**config.mk**
```make
export PLATFORM = sky130hd
export DESIGN_NAME = basmmr_mod
export DESIGN_NICKNAME = d
export VERILOG_FILES = /design/src/hdl/basmmr_pkg.sv /design/src/hdl/basmmr_mod.sv
export SDC_FILE = /design/constraint.sdc
export NUM_CORES = 1
export LEC_CHECK = 0
export ABC_CLOCK_PERIOD_IN_PS = 3600
export BUFFER_PORTS_ARGS = -buffer_cell sky130_fd_sc_hd__buf_2
export CAP_MARGIN = 20
export CORE_ASPECT_RATIO = 0.8
export CORE_MARGIN = 4
export CORE_UTILIZATION = 43
export CTS_CLUSTER_SIZE = 28
export DETAILED_ROUTE_END_ITERATION = 12
export PLACE_DENSITY = 0.7
export SLEW_MARGIN = 20
export SYNTH_ARGS = -nofsm -noshare
export SYNTH_HDL_FRONTEND = slang
export SYNTH_SLANG_ARGS = --single-unit
```
**constraint.sdc**
```tcl
create_clock -name clk -period 3.6 [get_ports clk]
set_clock_uncertainty 0.1 [all_clocks]
set_input_delay 0.18 -clock clk [delete_from_list [all_inputs] [get_ports clk]]
set_output_delay 0.18 -clock clk [all_outputs]
set_load 0.01 [all_outputs]
```
**src/hdl/basmmr_pkg.sv**
```systemverilog
// Shared constants and types of the bounded array store.
// No dependencies; used by the top level, the modulo unit and the checker.
`timescale 1ns / 1ps

package basmmr_pkg;

  localparam int DEPTH  = 1024;
  localparam int ADDR_W = $clog2(DEPTH);
  localparam int CNT_W  = $clog2(DEPTH + 1);
  localparam int WORD_W = 32;
  localparam int STEP_W = 16;

  typedef enum logic [2:0] {
    OP_PUSH    = 3'd0,
    OP_POP     = 3'd1,
    OP_READ    = 3'd2,
    OP_MIN     = 3'd3,
    OP_MAX     = 3'd4,
    OP_REVERSE = 3'd5,
    OP_ROTATE  = 3'd6,
    OP_CLEAR   = 3'd7
  } op_kind_t;

  typedef enum logic [1:0] {
    ST_OK    = 2'd0,
    ST_EMPTY = 2'd1,
    ST_RANGE = 2'd2,
    ST_FULL  = 2'd3
  } status_t;

  typedef struct packed {
    logic              start;
    logic [STEP_W-1:0] dividend;
    logic [CNT_W-1:0]  divisor;
  } mod_req_t;

  typedef struct packed {
    logic             done;
    logic [CNT_W-1:0] rem;
  } mod_rsp_t;

endpackage

```
**src/hdl/basmmr_mod.sv**
```systemverilog
// Iterative remainder unit: one restoring step per cycle over the dividend bits.
// Depends on basmmr_pkg for widths and the request and response structs.
`timescale 1ns / 1ps

module basmmr_mod (
  input  logic                 clk,
  input  logic                 rst_n,
  input  basmmr_pkg::mod_req_t req,
  output basmmr_pkg::mod_rsp_t rsp
);

  localparam int STEP_CNT_W = $clog2(basmmr_pkg::STEP_W + 1);

  logic                          busy_r, busy_nxt;
  logic                          done_r, done_nxt;
  logic [STEP_CNT_W-1:0]         cnt_r, cnt_nxt;
  logic [basmmr_pkg::STEP_W-1:0] dvd_r, dvd_nxt;
  logic [basmmr_pkg::CNT_W-1:0]  dvs_r, dvs_nxt;
  logic [basmmr_pkg::CNT_W-1:0]  rem_r, rem_nxt;
  logic [basmmr_pkg::CNT_W:0]    trial;

  always_comb begin
    busy_nxt = busy_r;
    done_nxt = 1'b0;
    cnt_nxt  = cnt_r;
    dvd_nxt  = dvd_r;
    dvs_nxt  = dvs_r;
    rem_nxt  = rem_r;
    trial    = {rem_r, dvd_r[basmmr_pkg::STEP_W-1]};
    if (req.start) begin
      busy_nxt = 1'b1;
      cnt_nxt  = STEP_CNT_W'(basmmr_pkg::STEP_W);
      dvd_nxt  = req.dividend;
      dvs_nxt  = req.divisor;
      rem_nxt  = '0;
    end else if (busy_r) begin
      // shift in the next dividend bit, subtract when the divisor fits
      if (trial >= {1'b0, dvs_r}) begin
        rem_nxt = basmmr_pkg::CNT_W'(trial - {1'b0, dvs_r});
      end else begin
        rem_nxt = basmmr_pkg::CNT_W'(trial);
      end
      dvd_nxt = {dvd_r[basmmr_pkg::STEP_W-2:0], 1'b0};
      cnt_nxt = cnt_r - 1'b1;
      if (cnt_r == STEP_CNT_W'(1)) begin
        busy_nxt = 1'b0;
        done_nxt = 1'b1;
      end
    end
  end

  always_ff @(posedge clk) begin
    if (!rst_n) begin
      busy_r <= 1'b0;
      done_r <= 1'b0;
      cnt_r  <= '0;
    end else begin
      busy_r <= busy_nxt;
      done_r <= done_nxt;
      cnt_r  <= cnt_nxt;
    end
    dvd_r <= dvd_nxt;
    dvs_r <= dvs_nxt;
    rem_r <= rem_nxt;
  end

  assign rsp.done = done_r;
  assign rsp.rem  = rem_r;

endmodule

```
==> results.yml <==
synth:
  synthArstFlopShare_pct: 0
  seq_area_frac_synth_pct: 49.81
  synth_cells: 215
  synth_cell_types: 47
  synth-seq-cells: 45
  syn_area_per_cell_um2: 10.93
  syn-cell-area_mm2: 0.002351
  yosys_warnings: 0
  synth-edff-count: 27
  synth_ff_type: "edfxtp_1"
  synth_fp_nets: 259
critical_path:
  crit_family: "compound AO/OA/AOI/OAI gates"
  startpoint_type: "flop"
  rrSetupSlack_ns: 0.85
  slowest_delay_ns: 0.41
  cp.required_ns: 3.70
  worst_setup_path_end_kind: "flop"
  arrival_ns: 2.85
  cp.depth: 9
  cp_slowest_cell: "fa_1"
  path_buf_inv: 1
  cp-endpoint: "rem_r[4]$_SDFFE_PP0P_"
  r2r-start: "dvd_r[15]$_DFFE_PP_"
  rr_endpoint: "rem_r[4]$_SDFFE_PP0P_"
  path_class: "flop to flop"
  critical_path.max_fanout: 8
  ff2ff_path_depth: 9
  cp-startpoint: "dvd_r[15]$_DFFE_PP_"
  path_cells: "inv_1 -> ha_1 -> fa_1 -> nand2b_2 -> o2bb2ai_2 -> a211o_1 -> nand2_1 -> mux2_2 -> a22o_1"
global_routing:
  grt_start_max_net_pins: 35
  antenna_found_initial: 0
  grt-ovfl-total: 0
  grt_pass1_wl_um: 8079
  grt_pass1_vias: 1673
  grt_util_all_layers_pct: 15.21
timing:
  setup_tns_ns: 0
  finalHoldViolCount: 0
  relSlewSlack_pct: 54.83
  slew_viol_final: 0
  worst_pin_slew_ns: 0.6750
  setup_violations: 0
  max_clock_freq_ghz: 0.3638
  rsz0062_at_grt: "false"
  min_period_ns: 2.749
  period_share_pct: 76.36
clocking:
  clkLatencyLatePin_ns: 0.29
  holdBufCountCts: 11
  cts_resized: 0
  clk_pin_slew_ns: 0.09
  root_buffer: "clkbuf_8"
  cts_tree: "done"
  numCtsBuffers: 5
  htree_levels: 2
  cts.sinks: 45
  cts_setup_buffers: 0
  clk_path_buf_depth: 2
placed_design:
  gp_congestion: 0.8970
  dpl.cell_count: 313
  numPortBuffers: 41
  hpwl_um: 3560
routing:
  wire_per_inst_um: 14.64
  drc: 0
  wl_met2_um: 2079
  drtIter0Drc: 127
  ant_nets: 0
  dr.max_layer_used: "met4"
  route.vias.total: 1780
  wl_met3_um: 347
  first_pass_iters: 4
  wirelength_um: 4862
  vias_per_cell: 5.361
  drt-met1-wl_um: 2407
finish:
  final_common_cell: "buf_2"
  area_delta_synth_final_pct: 19.48
  drive_gt1_share_pct: 27.41
  nets: 313
  final_cell_mix: "buf_2, edfxtp_1, inv_1, dfxtp_1"
  antenna_cells: 0
  instances_no_fill: 332
  fill_cells: 463
floorplan:
  die_w_um: 90.67
  start_util_pct: 45.64
  num_rows: 23
  io_pins: 42
  dieArea_mm2: 0.006722
  coreArea_mm2: 0.005151
  die_h_um: 74.14
status:
  run_status: "completed"
pwr:
  cellPowerDensity_mw_per_mm2: 395.3
  power_leakage_nw: 1.196
  peakVddDrop_v: 0.0002181
worst_hold_path:
  hold_path.class: "input port to flop"
job:
  cap_violations: 0
[Yosys cell counts, drive strengths merged, types with 2 or more instances]
library cell / number / share of area (%)
nor2: 17 / 2.7
a21oi: 14 / 3.0
dfxtp: 18 / 15
or3: 2 / 0.53
nand4: 2 / 0.53
buf: 4 / 1.1
o21ai: 14 / 3.0
mux2: 17 / 8.1
xnor2: 5 / 1.9
a21o: 2 / 0.64
and2: 2 / 0.64
nor3: 6 / 1.5
a22o: 3 / 1.1
clkbuf: 2 / 0.32
nand2: 12 / 1.9
xor2: 3 / 1.1
edfxtp: 27 / 34
inv: 18 / 2.9
nand2b: 4 / 1.2
ha: 13 / 6.9
nor2b: 3 / 0.80
a211oi: 4 / 1.5
o21a: 5 / 1.6
[worst min-delay path by stage]
stage                     slack, ns               endpoint  startpoint  cells after the start
after floorplan                0.18     dvs_r[0]$_DFFE_PP_      req[0]                      0
after global placement         0.26     dvs_r[8]$_DFFE_PP_      req[8]                      1
after detailed placement       0.26     dvs_r[6]$_DFFE_PP_      req[6]                      1
after CTS                      0.01  cnt_r[4]$_SDFFE_PN0P_       rst_n                      2
after global routing           0.02      busy_r$_SDFF_PN0_       rst_n                      2
final                          0.02  cnt_r[4]$_SDFFE_PN0P_       rst_n                      2
[per-stage QoR]
stage	setup WS, ns	utilization (%)	power, W	hold slack (ns)	area (um2)
2_1_floorplan	1.010	-	0.0007421	0.1789	2351
3_5_place_dp	0.8849	50.62	0.0007967	0.2584	2608
6_report	0.8511	54.53	0.001110	0.01787	2809
3_3_place_gp	0.9500	50.62	0.0007931	0.2558	2608
4_1_cts	0.8675	54.53	0.001122	0.009569	2809
5_1_grt	0.7430	54.53	0.001174	0.01950	2809
[where the power goes]
group	leakage, nW	internal (W)	switching [W]
registers	0.416	0.000589	0.0000184
logic	0.744	0.0000897	0.0000971
clock network	0.0364	0.000136	0.000179
total	1.20	0.000815	0.000295
[logic make-up (layout without fill, tap and decap cells)]
kind of cell,count (synthesis),after routing,synth area share [%]
and+or+nand+nor,54,54,11.71
AOI/OAI and AO/OA,52,52,14.85
DFF,45,45,49.81
buffers and inverters,24,79,4.311
muxes,18,18,8.568
adders and majority gates,14,14,7.770
xor gates and xnor gates,8,8,2.980
[layer usage]
metal / track usage, % / up-vias
met5: 0 / -
met4: 4.075 / 0
met3: 3.943 / 4
met1: 21.82 / 839
met2: 23.01 / 50
li1: - / 887
[sequential cells by signal, summed over array words and instances (netlist names)]
register and count:
busy_r 1, cnt_r 5, done_r 1, dvd_r 16, dvs_r 11, rem_r 11
[layout make-up]
cell class,count,area [um2],share of cell area (%)
Clock inverter,3,22.52,0.8018
Inverter,18,67.56,2.405
Sequential cell,45,1171,41.69
Clock buffer,5,68.82,2.450
Timing Repair Buffer,53,322.8,11.49
Multi-Input combinational cell,146,1079,38.40
Tap cell,62,77.57,2.762
(Power assumes the default switching activity.)
